==> src/design/bgd_pkg.sv <==
`default_nettype none

package bgd_pkg;

  localparam int TICK_COUNTER_BITS_DEF = 16;

  // result queue holds two full ticks so a tick can enter while one waits
  localparam int RESQ_DEPTH = 4;

  typedef enum logic [4:0] {
    ST_IDLE      = 5'b00001,
    ST_PRESS     = 5'b00010,
    ST_RELEASE   = 5'b00100,
    ST_REPEAT    = 5'b01000,
    ST_LONG_HOLD = 5'b10000
  } state_t;

  typedef enum logic [2:0] {
    EV_DOWN       = 3'd0,
    EV_UP         = 3'd1,
    EV_REPEAT     = 3'd2,
    EV_SINGLE     = 3'd3,
    EV_DOUBLE     = 3'd4,
    EV_LONG_START = 3'd5,
    EV_LONG_HOLD  = 3'd6,
    EV_NONE       = 3'd7
  } event_t;

  typedef enum logic [2:0] {
    REG_PRESS_POLARITY = 3'd0,
    REG_SETTLE_TICKS   = 3'd1,
    REG_CLICK_WINDOW   = 3'd2,
    REG_HOLD_THRESHOLD = 3'd3,
    REG_REPEAT_LIMIT   = 3'd4
  } reg_index_t;

  typedef struct packed {
    logic        press_polarity;
    logic [2:0]  settle_ticks;
    logic [15:0] click_window;
    logic [15:0] hold_threshold;
    logic [3:0]  repeat_limit;
  } cfg_t;

  typedef struct packed {
    event_t     event_code;
    logic [3:0] repeat_count;
    logic       last_of_tick;
  } result_t;

  typedef struct packed {
    result_t first;
    result_t second;
    logic    two;
  } step_out_t;

endpackage

`default_nettype wire

==> src/design/bgd_step.sv <==
`default_nettype none

module bgd_step #(
  parameter int TICK_COUNTER_BITS = bgd_pkg::TICK_COUNTER_BITS_DEF
) (
  input  bgd_pkg::cfg_t                cfg,
  input  bgd_pkg::state_t              state,
  input  logic [TICK_COUNTER_BITS-1:0] tick_count,
  input  logic [2:0]                   debounce_count,
  input  logic                         held_level,
  input  logic [3:0]                   press_repeats,
  input  logic                         raw_level,
  output bgd_pkg::state_t              state_next,
  output logic [TICK_COUNTER_BITS-1:0] tick_count_next,
  output logic [2:0]                   debounce_count_next,
  output logic                         held_level_next,
  output logic [3:0]                   press_repeats_next,
  output bgd_pkg::step_out_t           step_out
);
  import bgd_pkg::*;

  localparam int CW = (TICK_COUNTER_BITS > 16) ? TICK_COUNTER_BITS : 16;

  logic [TICK_COUNTER_BITS-1:0] tick_inc;
  logic [CW-1:0]                tick_ext;
  logic [CW-1:0]                short_ext;
  logic [CW-1:0]                long_ext;
  logic [2:0]                   dc_inc;
  logic                         pressed;
  event_t                       ev0;
  event_t                       ev1;
  logic                         has_ev;
  logic                         two;

  always_comb begin
    tick_inc = tick_count;
    if (state != ST_IDLE && !(&tick_count)) begin
      tick_inc = tick_count + TICK_COUNTER_BITS'(1);
    end
    tick_ext  = CW'(tick_inc);
    short_ext = CW'(cfg.click_window);
    long_ext  = CW'(cfg.hold_threshold);

    // debounce: new level must persist for settle_ticks ticks
    dc_inc = debounce_count + 3'd1;
    held_level_next = held_level;
    if (raw_level != held_level) begin
      if (dc_inc >= cfg.settle_ticks) begin
        held_level_next     = raw_level;
        debounce_count_next = 3'd0;
      end else begin
        debounce_count_next = dc_inc;
      end
    end else begin
      debounce_count_next = 3'd0;
    end
    pressed = (held_level_next == cfg.press_polarity);

    state_next         = state;
    tick_count_next    = tick_inc;
    press_repeats_next = press_repeats;
    ev0    = EV_NONE;
    ev1    = EV_NONE;
    has_ev = 1'b0;
    two    = 1'b0;

    case (state)
      ST_IDLE: begin
        if (pressed) begin
          ev0 = EV_DOWN;
          has_ev = 1'b1;
          tick_count_next = '0;
          press_repeats_next = 4'd1;
          state_next = ST_PRESS;
        end
      end
      ST_PRESS: begin
        if (!pressed) begin
          ev0 = EV_UP;
          has_ev = 1'b1;
          tick_count_next = '0;
          state_next = ST_RELEASE;
        end else if (tick_ext > long_ext) begin
          ev0 = EV_LONG_START;
          has_ev = 1'b1;
          state_next = ST_LONG_HOLD;
        end
      end
      ST_RELEASE: begin
        if (pressed) begin
          // re-press gives down then repeat
          ev0 = EV_DOWN;
          ev1 = EV_REPEAT;
          has_ev = 1'b1;
          two = 1'b1;
          if (press_repeats < cfg.repeat_limit) begin
            press_repeats_next = press_repeats + 4'd1;
          end
          tick_count_next = '0;
          state_next = ST_REPEAT;
        end else if (tick_ext > short_ext) begin
          if (press_repeats == 4'd1) begin
            ev0 = EV_SINGLE;
            has_ev = 1'b1;
          end else if (press_repeats == 4'd2) begin
            ev0 = EV_DOUBLE;
            has_ev = 1'b1;
          end
          state_next = ST_IDLE;
        end
      end
      ST_REPEAT: begin
        if (!pressed) begin
          ev0 = EV_UP;
          has_ev = 1'b1;
          if (tick_ext < short_ext) begin
            tick_count_next = '0;
            state_next = ST_RELEASE;
          end else begin
            state_next = ST_IDLE;
          end
        end else if (tick_ext > short_ext) begin
          tick_count_next = '0;
          press_repeats_next = 4'd0;
          state_next = ST_PRESS;
        end
      end
      ST_LONG_HOLD: begin
        has_ev = 1'b1;
        if (pressed) begin
          ev0 = EV_LONG_HOLD;
        end else begin
          ev0 = EV_UP;
          state_next = ST_IDLE;
        end
      end
      default: begin
        state_next = ST_IDLE;
      end
    endcase

    if (!has_ev) begin
      ev0 = EV_NONE;
    end

    step_out.first.event_code    = ev0;
    step_out.first.repeat_count  = press_repeats_next;
    step_out.first.last_of_tick  = !two;
    step_out.second.event_code   = ev1;
    step_out.second.repeat_count = press_repeats_next;
    step_out.second.last_of_tick = 1'b1;
    step_out.two                 = two;
  end

endmodule

`default_nettype wire

==> src/design/bgd_resq.sv <==
`default_nettype none

module bgd_resq (
  input  logic               clk,
  input  logic               rst,
  input  logic               push,
  input  bgd_pkg::step_out_t step_out,
  output logic               out_valid,
  input  logic               out_ready,
  output bgd_pkg::result_t   head,
  output logic               space_two
);
  import bgd_pkg::*;

  localparam int AW   = $clog2(RESQ_DEPTH);
  localparam int CNTW = $clog2(RESQ_DEPTH + 1);

  result_t         mem [RESQ_DEPTH];
  logic [AW-1:0]   wr_ptr;
  logic [AW-1:0]   rd_ptr;
  logic [CNTW-1:0] fill;
  logic [CNTW-1:0] fill_next;
  logic            pop;
  logic [AW-1:0]   wr_ptr_inc;

  assign pop        = out_valid && out_ready;
  assign out_valid  = (fill != '0);
  assign head       = mem[rd_ptr];
  assign space_two  = (fill <= CNTW'(RESQ_DEPTH - 2));
  assign wr_ptr_inc = wr_ptr + AW'(1);

  always_comb begin
    fill_next = fill;
    if (push) begin
      fill_next = step_out.two ? fill + CNTW'(2) : fill + CNTW'(1);
    end
    if (pop) begin
      fill_next = fill_next - CNTW'(1);
    end
  end

  always_ff @(posedge clk) begin
    if (push) begin
      mem[wr_ptr] <= step_out.first;
      if (step_out.two) begin
        mem[wr_ptr_inc] <= step_out.second;
      end
    end
  end

  always_ff @(posedge clk) begin
    if (rst) begin
      wr_ptr <= '0;
      rd_ptr <= '0;
      fill   <= '0;
    end else begin
      fill <= fill_next;
      if (push) begin
        wr_ptr <= step_out.two ? wr_ptr + AW'(2) : wr_ptr_inc;
      end
      if (pop) begin
        rd_ptr <= rd_ptr + AW'(1);
      end
    end
  end

endmodule

`default_nettype wire

==> src/design/button_gesture_detector_core.sv <==
`default_nettype none

// channel   direction  handshake               payload
// cfg       in         cfg_valid / cfg_ready   cfg_index[2:0], cfg_data[15:0]
// in        in         in_valid / in_ready     raw_level
// out       out        out_valid / out_ready   event_code, repeat_count, last_of_tick
//
// a tick is worked in the cycle of its transfer; its one or two results are
// in the result queue at the next edge.
// one tick per cycle is taken while the four-entry result queue has room
// for two results; a re-press tick emits two results and takes two slots.
// out_ready low stalls the queue, and in_ready drops once fewer than two slots are free.
// rst clears the state, the queue and the registers to their defaults.
// cfg_ready is always high; a write to an unknown index is dropped.

module button_gesture_detector_core #(
  parameter int TICK_COUNTER_BITS = bgd_pkg::TICK_COUNTER_BITS_DEF
) (
  input  logic        clk,
  input  logic        rst,
  input  logic        cfg_valid,
  output logic        cfg_ready,
  input  logic [2:0]  cfg_index,
  input  logic [15:0] cfg_data,
  input  logic        in_valid,
  output logic        in_ready,
  input  logic        raw_level,
  output logic        out_valid,
  input  logic        out_ready,
  output logic [2:0]  event_code,
  output logic [3:0]  repeat_count,
  output logic        last_of_tick
);
  import bgd_pkg::*;

  cfg_t                         cfg;
  state_t                       state;
  state_t                       state_next;
  logic [TICK_COUNTER_BITS-1:0] tick_count;
  logic [TICK_COUNTER_BITS-1:0] tick_count_next;
  logic [2:0]                   debounce_count;
  logic [2:0]                   debounce_count_next;
  logic                         held_level;
  logic                         held_level_next;
  logic [3:0]                   press_repeats;
  logic [3:0]                   press_repeats_next;
  step_out_t                    step_out;
  result_t                      head;
  logic                         space_two;
  logic                         in_fire;

  assign cfg_ready    = 1'b1;
  assign in_ready     = space_two;
  assign in_fire      = in_valid && in_ready;
  assign event_code   = head.event_code;
  assign repeat_count = head.repeat_count;
  assign last_of_tick = head.last_of_tick;

  bgd_step #(
    .TICK_COUNTER_BITS(TICK_COUNTER_BITS)
  ) u_step (
    .cfg                 (cfg),
    .state               (state),
    .tick_count          (tick_count),
    .debounce_count      (debounce_count),
    .held_level          (held_level),
    .press_repeats       (press_repeats),
    .raw_level           (raw_level),
    .state_next          (state_next),
    .tick_count_next     (tick_count_next),
    .debounce_count_next (debounce_count_next),
    .held_level_next     (held_level_next),
    .press_repeats_next  (press_repeats_next),
    .step_out            (step_out)
  );

  bgd_resq u_resq (
    .clk       (clk),
    .rst       (rst),
    .push      (in_fire),
    .step_out  (step_out),
    .out_valid (out_valid),
    .out_ready (out_ready),
    .head      (head),
    .space_two (space_two)
  );

  always_ff @(posedge clk) begin
    if (rst) begin
      cfg.press_polarity <= 1'b0;
      cfg.settle_ticks   <= 3'd2;
      cfg.click_window   <= 16'd60;
      cfg.hold_threshold <= 16'd400;
      cfg.repeat_limit   <= 4'd15;
    end else if (cfg_valid && cfg_ready) begin
      case (cfg_index)
        REG_PRESS_POLARITY: cfg.press_polarity <= cfg_data[0];
        REG_SETTLE_TICKS:   cfg.settle_ticks   <= cfg_data[2:0];
        REG_CLICK_WINDOW:   cfg.click_window   <= cfg_data;
        REG_HOLD_THRESHOLD: cfg.hold_threshold <= cfg_data;
        REG_REPEAT_LIMIT:   cfg.repeat_limit   <= cfg_data[3:0];
        default: ;
      endcase
    end
  end

  always_ff @(posedge clk) begin
    if (rst) begin
      state          <= ST_IDLE;
      tick_count     <= '0;
      debounce_count <= 3'd0;
      held_level     <= 1'b1;
      press_repeats  <= 4'd0;
    end else if (in_fire) begin
      state          <= state_next;
      tick_count     <= tick_count_next;
      debounce_count <= debounce_count_next;
      held_level     <= held_level_next;
      press_repeats  <= press_repeats_next;
    end
  end

  // state only moves on a tick transfer
  a_state_hold: assert property (@(posedge clk) disable iff (rst)
    !in_fire |=> $stable(state) && $stable(held_level) && $stable(press_repeats))
    else $error("tick state changed without a tick transfer");

  a_result_follows: assert property (@(posedge clk) disable iff (rst)
    in_fire |=> out_valid)
    else $error("accepted tick left no result");

  // the second result of a tick is queued together with the first
  a_pair_whole: assert property (@(posedge clk) disable iff (rst)
    out_valid && out_ready && !last_of_tick |=> out_valid && last_of_tick)
    else $error("first of two results not followed by its last");

endmodule

`default_nettype wire

==> config.mk <==
export PLATFORM = sky130hd
export DESIGN_NAME = button_gesture_detector_core
export DESIGN_NICKNAME = d
export VERILOG_FILES = /design/src/design/bgd_pkg.sv /design/src/design/bgd_step.sv /design/src/design/bgd_resq.sv /design/src/design/button_gesture_detector_core.sv
export SDC_FILE = /design/constraint.sdc
export NUM_CORES = 1
export LEC_CHECK = 0
export BUFFER_PORTS_ARGS = -buffer_cell sky130_fd_sc_hd__buf_2
export CAP_MARGIN = 20
export CELL_PAD_IN_SITES_DETAIL_PLACEMENT = 1
export CELL_PAD_IN_SITES_GLOBAL_PLACEMENT = 2
export CORE_ASPECT_RATIO = 0.6
export CORE_MARGIN = 3
export CORE_UTILIZATION = 28
export CTS_CLUSTER_SIZE = 40
export DETAILED_ROUTE_END_ITERATION = 16
export GPL_ROUTABILITY_DRIVEN = 0
export HOLD_SLACK_MARGIN = 0.08
export PLACE_DENSITY = 0.72
export SLEW_MARGIN = 20
export SYNTH_ARGS = -nofsm -noshare
export SYNTH_HDL_FRONTEND = slang
export SYNTH_SLANG_ARGS = --single-unit
export TNS_END_PERCENT = 20
==> constraint.sdc <==
create_clock -name clk -period 4.24 [get_ports clk]
set_input_delay 0.212 -clock clk [delete_from_list [all_inputs] [get_ports clk]]
set_output_delay 0.212 -clock clk [all_outputs]
set_load 0.02 [all_outputs]
Word level (Yosys, flattened, before mapping)
Memories as Yosys holds them, arrays and structs flattened. A register that Yosys moved wholly into a read port is not among the register bits.
Index checks and enable logic that the tools add are counted.
{ "op_classes": {"addsub": 9, "n_mul": 0, "n_div": 0, "order_cmp": 6, "eq_ne": 19, "shifts": 0, "n_mux": 61, "n_bitwise": 0, "reduce_logical": 15} }
{ "ops": {"columns": ["operator", "n"], "rows": [
  ["$mux W16", 6],
  ["$mux W3", 16],
  ["$pmux W16 S3", 1],
  ["$mux W5", 8],
  ["$gt A16 B16 Y1", 2],
  ["$pmux W5 S5", 1],
  ["$mux W4", 5],
  ["$add A16 B1 Y16 const B", 1],
  ["$lt A16 B16 Y1", 1],
  ["$mux W1", 16],
  ["$reduce_and A16 Y1", 1],
  ["$pmux W3 S5", 1],
  ["$pmux W4 S3", 1],
  ["$mux W2", 5],
  ["$reduce_and A2 Y1", 5],
  ["$add A3 B1 Y3 const B", 2],
  ["$eq A3 B2 Y1 const B", 2],
  ["$ne A3 B3 Y1 const B", 2],
  ["$reduce_and A6 Y1", 1],
  ["$eq A5 B1 Y1 const B", 1],
  ["$eq A5 B2 Y1 const B", 1],
  ["$eq A5 B3 Y1 const B", 1],
  ["$eq A5 B4 Y1 const B", 1],
  ["$eq A5 B5 Y1 const B", 1],
  ["24 further kinds", 28]
]} }
{ "totals": {"ff_bits": 76, "latch_bits": 0, "mem_bits_rw": 32, "mem_bits_ro": 0, "in_bits": 25, "out_inout_bits": 11, "wordCells": 124, "mem_count": 1} }
{ "memory_table": {"columns": ["name", "words", "width", "read_ports", "rd_ports_with_merged_regs", "write_ports", "line_no", "text"], "rows": [
  ["u_resq.mem", 4, 8, 1, 1, 2, "bgd_resq.sv:18", "result_t mem [RESQ_DEPTH];"]
]} }

Depth between registers and ports, before layout
Gate-level depths: netlist (run 1).
{ "logic_depth": {"depth_word": 11, "depth_mapped": 21, "mapped_depth_nobuf": 17} }

Cells and area by module
A second synthesis (run 1) with hierarchy kept.
{ "hier_totals": {"cells_unflattened": 761, "hier_area_um2": 7236.9} }
{ "by_module_without_submodules": {"columns": ["mod", "instances", "cells_per_inst", "area_each_um2"], "rows": [
  ["button_gesture_detector_core", 1, 295, 2935.3],
  ["bgd_resq", 1, 144, 2164.6],
  ["bgd_step", 1, 322, 2137.0]
]} }

Worst setup path before layout (run 1)
OpenSTA, ideal clock, no wires.
{ "synth_path": {"kind": "register to register", "from": "register tick_count[0]", "to": "memory u_resq.mem[1][3] in the netlist's numbering (data pin)", "arrival_time_ps": 4104, "setup_slack_ps": -139, "stages_incl_launch_ff": 21, "n_path_buf": 3, "path_cell_list": "dfxtp_1 > ha_1 > nand4_1 > or4_4 > and3_2 > clkbuf_1 > nand3_1 > or2_2 > clkbuf_1 > nor2_1 > xor2_1 > ha_1 > nand4_1 > nor2_1 > o22ai_1 > a311oi_1 > or2_0 > clkbuf_1 > a22oi_1 > a2111oi_2 > nor3b_1"} }
{ "synth_lines": {"columns": ["item", "line_no", "text"], "rows": [
  ["from (decl)", "button_gesture_detector_core.sv:39", "logic [TICK_COUNTER_BITS-1:0] tick_count;"],
  ["from (signal assigned)", "button_gesture_detector_core.sv:116", "tick_count <= tick_count_next;"],
  ["to (decl)", "bgd_resq.sv:18", null]
]} }

==> results of run 1 <==
## power by group
group | leakage [nW] | total (mW) | switching [mW] | internal (mW)
combinational | 2.10 | 1.59 | 1.00 | 0.585
sequential | 0.926 | 1.34 | 0.113 | 1.23
clock | 0.159 | 0.933 | 0.421 | 0.513
total | 3.18 | 3.86 | 1.54 | 2.32
## cells in the mapped netlist (6+ instances only)
library cell and count:
nor2b_1 8, nor3_1 19, xnor2_1 20, a31oi_1 7, clkbuf_1 29, mux4_2 8, and3_1 10, inv_1 51
a211oi_1 6, nor2_1 78, ha_1 52, nand4_1 12, a21o_1 6, o21ai_0 29, xor2_1 18, nand3_1 21
a21oi_1 61, mux2i_1 12, dfxtp_1 86, buf_2 6, nand2_1 118, o211ai_1 17, edfxtp_1 24
## cell families after synthesis
group           after synthesis  share of synthesized area
fa+ha+maj                    52                    0.09916
other cells                   1                  0.0005715
compound gates              163                     0.1598
xor+xnor                     38                    0.05072
mux                          21                    0.04748
simple gates                301                     0.2107
flops                       110                     0.3722
buf+inv                      95                    0.05931
## area by class of cell
type	count	area [um2]	share of cell area
inverters	51	191.4	0.02434
multi-input cells	576	3839	0.4881
clock inverters	4	50.05	0.006364
flip-flops and latches	110	2445	0.3109
well taps	308	385.4	0.04901
clock buffers	12	267.8	0.03405
repair buffers	100	685.7	0.08719
## sequential cells by signal, indices dropped and copies added (netlist names), named ones only
name / cells
cfg: 40
u_resq.mem: 32
tick_count: 16
state: 5
press_repeats: 4
debounce_count: 3
u_resq.fill: 3
u_resq.rd_ptr: 2
u_resq.wr_ptr: 2
held_level: 1
## through the flow
step | utilization | hold slack [ns] | power, mW | area, um2
after floorplan | - | 0.3371 | 2.395 | 6569
after global placement | 0.3252 | 0.4431 | 2.889 | 7331
after detailed placement | 0.3252 | 0.4493 | 2.903 | 7331
after CTS | 0.3438 | 0.08060 | 3.863 | 7750
after global routing | 0.3488 | 0.09480 | 4.111 | 7864
final | 0.3488 | 0.09227 | 3.862 | 7864
## path summary, 6_finish.rpt
| path | startpoint | end | cells after the start |
|---|---|---|---|
| setup / recovery | tick_count[0] | u_resq.mem[3][7] | 16 |
| hold / removal | cfg_data[12] | cfg[16] | 3 |
| setup reg to reg | tick_count[0] | u_resq.mem[3][7] | 16 |
| hold reg to reg | cfg[34] | cfg[34] | 2 |
## cell usage in the layout (no fill, tap or decap), types with 21 or more instances in the layout
cell type	Yosys	final
dfxtp_1	86	84
buf_2	6	34
o21ai_0	29	27
nand3_1	21	21
edfxtp_1	24	24
inv_1	51	51
a21oi_1	61	61
nand2_1	118	118
buf_4	4	58
nor2_1	78	76
ha_1	52	50
## critical path, delay by kind of cell, from the launching register on
family                   cells  cell delay, ns
AO/OA/AOI/OAI                4            0.71
XOR/XNOR                     1            0.17
flip-flops                   1            0.34
AND/OR/NAND/NOR              8            2.01
buffers and inverters        1            0.16
adder cells (fa/ha/maj)      2            0.50
## metal layers
layer  up-vias  share of wire  GRT usage
met4         0         0.0087    0.03558
met3        14          0.049    0.03761
met1      2800           0.57     0.2726
li1       2873              -          -
met2       110           0.38     0.2119
met5         -              0          0
## repair_timing
action | CTS | global route
hold endpoints to repair | 11 | 0
hold buffers | 8 | 0
buffers inserted | 0 | 4
gates resized for setup | 2 | 23
pin swaps | 0 | 8
setup endpoints to repair | 17 | 52
==> impl_metrics.env, run 1 <==
export IMPL_yosysSeqAreaShare=0.3722
export IMPL_cts_made_buffers=9
export IMPL_slew_headroom=0.4631
export IMPL_start_util=0.2910
export IMPL_r2r_slack_ns=0.09
export IMPL_synth_nets=858
export IMPL_fmax_mhz=241.1
export IMPL_yosys_warnings=0
export IMPL_drc_errors=0
export IMPL_rsz0062_at_grt="yes"
export IMPL_ir_worst_vdd_v=0.0002732
export IMPL_cts_tree="yes"
export IMPL_coreArea_um2=22540
export IMPL_synthFlopType="dfxtp_1"
export IMPL_crit_fanout=4
export IMPL_slowest_stage="or4_2"
export IMPL_htree_levels=3
export IMPL_final_cells=1161
export IMPL_fin_ws_ns=0.09167
export IMPL_powerDensity_nw_per_um2=491.2
export IMPL_status="finished, final reports clean"
export IMPL_clk_pin_slew_ns=0.07
export IMPL_criticalPathCategory="flip-flop to flip-flop"
export IMPL_synthCells=781
export IMPL_port_buffer_count=34
export IMPL_io_pins=36
export IMPL_antenna_found_initial=0
export IMPL_tns_ns=0
export IMPL_syn2layout_area_growth_pct=19.85
export IMPL_worstMarginPinSlew_ns=0.8045
export IMPL_place_detailed_hpwl_um=15850
export IMPL_dp_cells=1133
export IMPL_min_delay_path_class="input port to flip-flop"
export IMPL_syn_area_um2=6561
export IMPL_syn_avg_cell_area_um2=8.401
export IMPL_fin_worst_skew_ns=0.01630
export IMPL_clk_latency_ns=0.38
export IMPL_fp_dieW_um=203.6
export IMPL_setup_viol=0
export IMPL_fill_cells=2689
export IMPL_clock_sinks=110
export IMPL_grt_util_all_layers=0.1658
export IMPL_crit_path_max_incr_delay_ns=0.62
export IMPL_insertedDiodeCount=0
export IMPL_post_synth_top_area_cell="dfxtp_1"
export IMPL_drt_iter0_drc=394
export IMPL_grt_pass1_wl_um=33020
export IMPL_synth_area_leaders="dfxtp_1 (26%), edfxtp_1 (11%), ha_1 (9.9%)"
export IMPL_drt_wirelength_per_cell_um=17.94
export IMPL_drive_gt1_frac=0.1747
export IMPL_drt_vias_per_instance=4.993
export IMPL_cp_required_ns=4.35
export IMPL_yosysTopAreaCellShare=0.2624
export IMPL_rows=42
export IMPL_ys_ff_latch=110
export IMPL_via_count=5797
export IMPL_route_final_wire_length_um=20830
export IMPL_finalCritPeriodShare=0.9784
export IMPL_slew_viol_final=0
export IMPL_antenna_left=0
export IMPL_synthArstFlopShare=0
export IMPL_period_needed_ns=4.148
export IMPL_crit_chain="ha_2, nand4_1, or4_4, buf_4, and2_2, and4_1, xor2_1, ha_1, nand3_1, a21oi_1, o22ai_2, a311oi_2, nor2_2, or4_2, nand4_1, a21oi_1"
export IMPL_nets=925
export IMPL_synth_edf_count=24
export IMPL_first_pass_iters=5
export IMPL_hold_viol_final=0
export IMPL_cts_path_max_buffers=2
export IMPL_gr_total_overflow=0
export IMPL_cp_arrival_ns=4.26
export IMPL_dieHeight_um=124.6
export IMPL_max_cap_violations=0
export IMPL_yosysUniqueCellTypes=72
export IMPL_fp_dieArea_um2=25370
export IMPL_post_place_ws_ns=-0.08472
export IMPL_leakage_nw=3.184
export IMPL_cp_start_kind="flip-flop"
export IMPL_grt_pass1_vias=5812
export IMPL_worstSetupEndpointType="flip-flop"
export IMPL_cts_root_buf="clkbuf_16"
export IMPL_grt_max_degree=52
Note: power is estimated with default switching activity, not from simulation.
==> run 2: changes to the inputs <==
--- a/config.mk
+++ b/config.mk
@@ -11,12 +11,11 @@
 export CELL_PAD_IN_SITES_GLOBAL_PLACEMENT = 2
 export CORE_ASPECT_RATIO = 0.6
 export CORE_MARGIN = 3
-export CORE_UTILIZATION = 28
+export CORE_UTILIZATION = 38
 export CTS_CLUSTER_SIZE = 40
 export DETAILED_ROUTE_END_ITERATION = 16
-export GPL_ROUTABILITY_DRIVEN = 0
 export HOLD_SLACK_MARGIN = 0.08
-export PLACE_DENSITY = 0.72
+export PLACE_DENSITY = 0.87
 export SLEW_MARGIN = 20
 export SYNTH_ARGS = -nofsm -noshare
 export SYNTH_HDL_FRONTEND = slang
==> constraint.sdc (replaced) <==
create_clock -name clk -period 4.7 [get_ports clk]
set_input_delay 0.235 -clock clk [delete_from_list [all_inputs] [get_ports clk]]
set_output_delay 0.235 -clock clk [all_outputs]
set_load 0.02 [all_outputs]
==> impl_metrics.env, run 2 (same netlist as run 1, synthesis figures left out) <==
export IMPL_grt_pass1_vias=5944
export IMPL_fp_dieArea_um2=18930
export IMPL_place_detailed_hpwl_um=15360
export IMPL_r2r_slack_ns=0.20
export IMPL_fin_ws_ns=0.1957
export IMPL_clk_pin_slew_ns=0.08
export IMPL_finalCritPeriodShare=0.9584
export IMPL_setup_viol=0
export IMPL_status="finished, final reports clean"
export IMPL_antenna_left=0
export IMPL_cts_tree="yes"
export IMPL_fin_util=0.4420
export IMPL_worstMarginPinSlew_ns=1.103
export IMPL_holdWs_ns=0.1084
export IMPL_htree_levels=3
export IMPL_rows=36
export IMPL_io_pins=36
export IMPL_fp_dieW_um=175.6
export IMPL_drt_vias_per_instance=5.606
export IMPL_dieHeight_um=107.8
export IMPL_period_needed_ns=4.504
export IMPL_nets=879
export IMPL_fin_worst_skew_ns=0.01354
export IMPL_final_cell_mix="nand2_1 (118), dfxtp_1 (84), nor2_1 (76)"
export IMPL_clock_sinks=110
export IMPL_cts_setup_buffers=0
export IMPL_worstSetupEndpointType="flip-flop"
export IMPL_cp_arrival_ns=4.61
export IMPL_drc_errors=0
export IMPL_drt_iter0_drc=431
export IMPL_cp_required_ns=4.80
export IMPL_cts_path_max_buffers=2
export IMPL_port_buffer_count=34
export IMPL_drt_wirelength_per_cell_um=19.58
export IMPL_place_gp_congestion=0.8475
export IMPL_cp_start_kind="flip-flop"
export IMPL_clk_latency_ns=0.37
export IMPL_post_place_ws_ns=-0.09663
export IMPL_final_common_cell="nand2_1"
export IMPL_syn2layout_area_growth_pct=11.65
export IMPL_max_cap_violations=0
export IMPL_reg_largest_list="cfg (40), u_resq.mem (32), tick_count (16)"
export IMPL_first_pass_iters=5
export IMPL_crit_fanout=7
export IMPL_slew_viol_final=0
export IMPL_via_count=5802
export IMPL_grt_pass1_wl_um=32500
export IMPL_ir_worst_vdd_v=0.0003976
export IMPL_leakage_nw=2.935
export IMPL_largest_reg_flops=40
export IMPL_grt_max_degree=53
export IMPL_tns_ns=0
export IMPL_grt_util_all_layers=0.2201
export IMPL_criticalPathCategory="flip-flop to flip-flop"
export IMPL_regMostFlops="cfg"
export IMPL_route_final_wire_length_um=20270
export IMPL_insertedDiodeCount=0
export IMPL_fmax_mhz=222.0
export IMPL_start_util=0.3958
export IMPL_cts_root_buf="clkbuf_16"
export IMPL_min_delay_path_class="input port to flip-flop"
export IMPL_cts_made_buffers=9
export IMPL_coreArea_um2=16580
export IMPL_powerDensity_nw_per_um2=459.3
export IMPL_antenna_found_initial=0
export IMPL_slew_headroom=0.2649
export IMPL_gr_total_overflow=0
export IMPL_drive_gt1_frac=0.1276
export IMPL_hold_viol_final=0
[run 2: cell types whose count changed in the layout (fill, tap and decap cells not counted), moves of 3 or more]
cell	before	now
nor3b_1	1	4
dlygate4sd3_1	8	0
buf_4	58	20
clkinv_4	0	3
nor3b_2	3	0
[run 2: worst max-delay path, stage by stage, from the launching register on]
cell and delay, ns:
dfxtp_2 0.41, ha_1 0.20, nand4_1 0.16, or4_4 0.49, and3_2 0.28, nand3_1 0.15, or2_4 0.18, nor2_1 0.05
xor2_1 0.16, ha_1 0.31, nand4_1 0.11, nor2_2 0.18, o22ai_1 0.12, a311oi_2 0.37, nor2_2 0.11, or4_2 0.62
nand4_1 0.21, a21oi_1 0.12
[run 2: cell type report]
class | instances | area [um2]
clock inverters | 7 | 63.81
fillers | 2010 | 9250
clock buffers | 9 | 225.2
repair buffers | 54 | 320.3
flip-flops and latches | 110 | 2445
multi-input cells | 576 | 3795
well taps | 228 | 285.3
inverters | 51 | 191.4
[run 2: power by group]
group / switching [mW] / internal [mW] / leakage [nW]
sequential: 0.127 / 1.11 / 0.926
clock: 0.399 / 0.373 / 0.143
combinational: 0.875 / 0.482 / 1.87
total: 1.40 / 1.96 / 2.94
[run 2: worst paths after layout]
check           startpoint  cells after the start               end
max          tick_count[0]                     17  u_resq.mem[3][7]
min            cfg_data[9]                      3           cfg[29]
max reg2reg  tick_count[0]                     17  u_resq.mem[3][7]
min reg2reg        cfg[31]                      2           cfg[31]
[run 2: repair_timing]
item / 4_1_cts / 5_1_grt
endpoints found under the setup margin: 23 / 52
resized for setup: 3 / 11
hold buffers: 0 / 0
pin swaps: 0 / 2
[run 2: metrics by stage]
stage	std cells	cell area, um2	power (mW)
after floorplan	781	6561	2.161
after global placement	1019	6969	2.501
after detailed placement	1019	6969	2.582
after CTS	1035	7286	3.381
after global routing	1035	7326	3.579
final	1035	7326	3.364
[run 2: metal layers]
metal  up-vias  global-route usage  share of wire
met1      2888              0.3264           0.51
met4         0             0.03049         0.0049
met5         -                   0              0
met2       138              0.3234           0.42
li1       2770                   -              -
met3         6             0.06237          0.072
==> run 3: changes to the inputs <==
==> constraint.sdc (replaced) <==
create_clock -name clk -period 4.7 [get_ports clk]
set_input_delay 0.705 -clock clk [delete_from_list [all_inputs] [get_ports clk]]
set_output_delay 0.705 -clock clk [all_outputs]
set_load 0.02 [all_outputs]
==> impl_metrics.env, run 3 (same netlist as run 1, synthesis figures left out) <==
export IMPL_worstSetupEndpointType="flip-flop"
export IMPL_min_delay_path_class="flip-flop to flip-flop"
export IMPL_cp_arrival_ns=4.70
export IMPL_grt_util_all_layers=0.2138
export IMPL_antenna_left=0
export IMPL_powerDensity_nw_per_um2=463.3
export IMPL_cts_root_buf="clkbuf_16"
export IMPL_dieHeight_um=107.8
export IMPL_place_detailed_hpwl_um=15040
export IMPL_clk_pin_slew_ns=0.08
export IMPL_multi_input_area_um2=3777
export IMPL_tns_ns=0
export IMPL_fin_worst_skew_ns=0.01191
export IMPL_final_cell_mix="nand2_1 (118), dfxtp_1 (84), nor2_1 (77)"
export IMPL_slew_viol_final=0
export IMPL_reg_largest_list="cfg (40), u_resq.mem (32), tick_count (16)"
export IMPL_dp_cells=1020
export IMPL_grt_pass1_vias=5985
export IMPL_drive_gt1_frac=0.1261
export IMPL_io_pins=36
export IMPL_period_needed_ns=4.506
export IMPL_clk_latency_ns=0.35
export IMPL_max_cap_violations=0
export IMPL_htree_levels=3
export IMPL_min_path_cells=2
export IMPL_start_util=0.3958
export IMPL_regArea_um2=2445
export IMPL_r2r_slack_ns=0.19
export IMPL_fill_cells=2006
export IMPL_final_common_cell="nand2_1"
export IMPL_power_total_mw=3.404
export IMPL_drc_errors=0
export IMPL_ir_worst_vdd_v=0.0003717
export IMPL_syn2layout_area_growth_pct=11.98
export IMPL_cts_made_buffers=9
export IMPL_drt_wirelength_per_cell_um=19.11
export IMPL_cts_tree="yes"
export IMPL_drt_vias_per_instance=5.593
export IMPL_first_pass_iters=5
export IMPL_fin_util=0.4432
export IMPL_fmax_mhz=221.9
export IMPL_gr_total_overflow=0
export IMPL_holdWs_ns=0.4599
export IMPL_regMostFlops="cfg"
export IMPL_rows=36
export IMPL_leakage_nw=2.950
export IMPL_grt_max_degree=52
export IMPL_criticalPathCategory="flip-flop to flip-flop"
export IMPL_grt_pass1_wl_um=32260
export IMPL_crit_fanout=6
export IMPL_coreArea_um2=16580
export IMPL_insertedDiodeCount=0
export IMPL_cp_required_ns=4.89
export IMPL_hold_viol_final=0
export IMPL_ff2ff_path_depth=16
export IMPL_antenna_found_initial=0
export IMPL_setup_viol=0
export IMPL_fp_dieArea_um2=18930
export IMPL_place_gp_congestion=0.8551
export IMPL_cp_start_kind="flip-flop"
export IMPL_rsz0062_at_grt="yes"
export IMPL_clock_sinks=110
export IMPL_route_final_wire_length_um=19820
export IMPL_finalCritPeriodShare=0.9588
export IMPL_final_cells=1037
export IMPL_status="finished, final reports clean"
export IMPL_worstMarginPinSlew_ns=0.8460
export IMPL_slew_headroom=0.4354
export IMPL_largest_reg_flops=40
export IMPL_cts_path_max_buffers=2
export IMPL_via_count=5800
export IMPL_fp_dieW_um=175.6
export IMPL_drt_iter0_drc=433
export IMPL_port_buffer_count=34
export IMPL_nets=881
-- run 3: final cells by class --
type,instances,share of cell area
inverter,51,0.02606
timing repair buffer,56,0.04564
clock inverter,7,0.01192
multi-input combinational,576,0.5141
sequential,110,0.3328
clock buffer,9,0.03065
tap,228,0.03883
-- run 3: what timing repair did --
action	4_1_cts	5_1_grt
buffers inserted	0	1
hold buffers	0	0
endpoints found under the setup margin	21	52
resized for setup	3	7
pin swaps	0	2
-- run 3: through the flow --
step                      cell area [um2]  setup slack, ns
after detailed placement             6977         -0.04673
after global routing                 7347         -0.04301
after global placement               6977           0.2182
after CTS                            7317          0.01257
after floorplan                      6561           0.3214
final                                7347           0.1937
-- run 3: power breakdown --
group | switching [mW] | internal, mW
Combinational | 0.871 | 0.485
Clock | 0.389 | 0.427
Sequential | 0.124 | 1.11
-- run 3: critical path, cell delays in order (launching register included) --
cell	delay (ns)
dfxtp_1	0.47
nand4_2	0.17
or4_4	0.58
and3_2	0.29
nand3_1	0.15
or2_2	0.20
nor2_1	0.07
xor2_1	0.17
ha_1	0.32
nand4_1	0.11
nor2_2	0.15
o22ai_1	0.10
a311oi_2	0.35
nor2_1	0.15
o22a_1	0.31
o311ai_0	0.58
o31ai_1	0.19
-- run 3: final timing paths --
check	from	end
max	tick_count[8]	state[4]
min	cfg[32]	cfg[32]
max reg2reg	tick_count[8]	state[4]
min reg2reg	cfg[32]	cfg[32]
-- run 3: per-layer routing --
metal | wire [um] | global-route usage | up-vias
met2 | 8189 | 0.3140 | 137
met3 | 987 | 0.04369 | 11
met5 | 0 | 0 | -
met1 | 10550 | 0.3286 | 2877
li1 | - | - | 2775
met4 | 91 | 0.02710 | 0
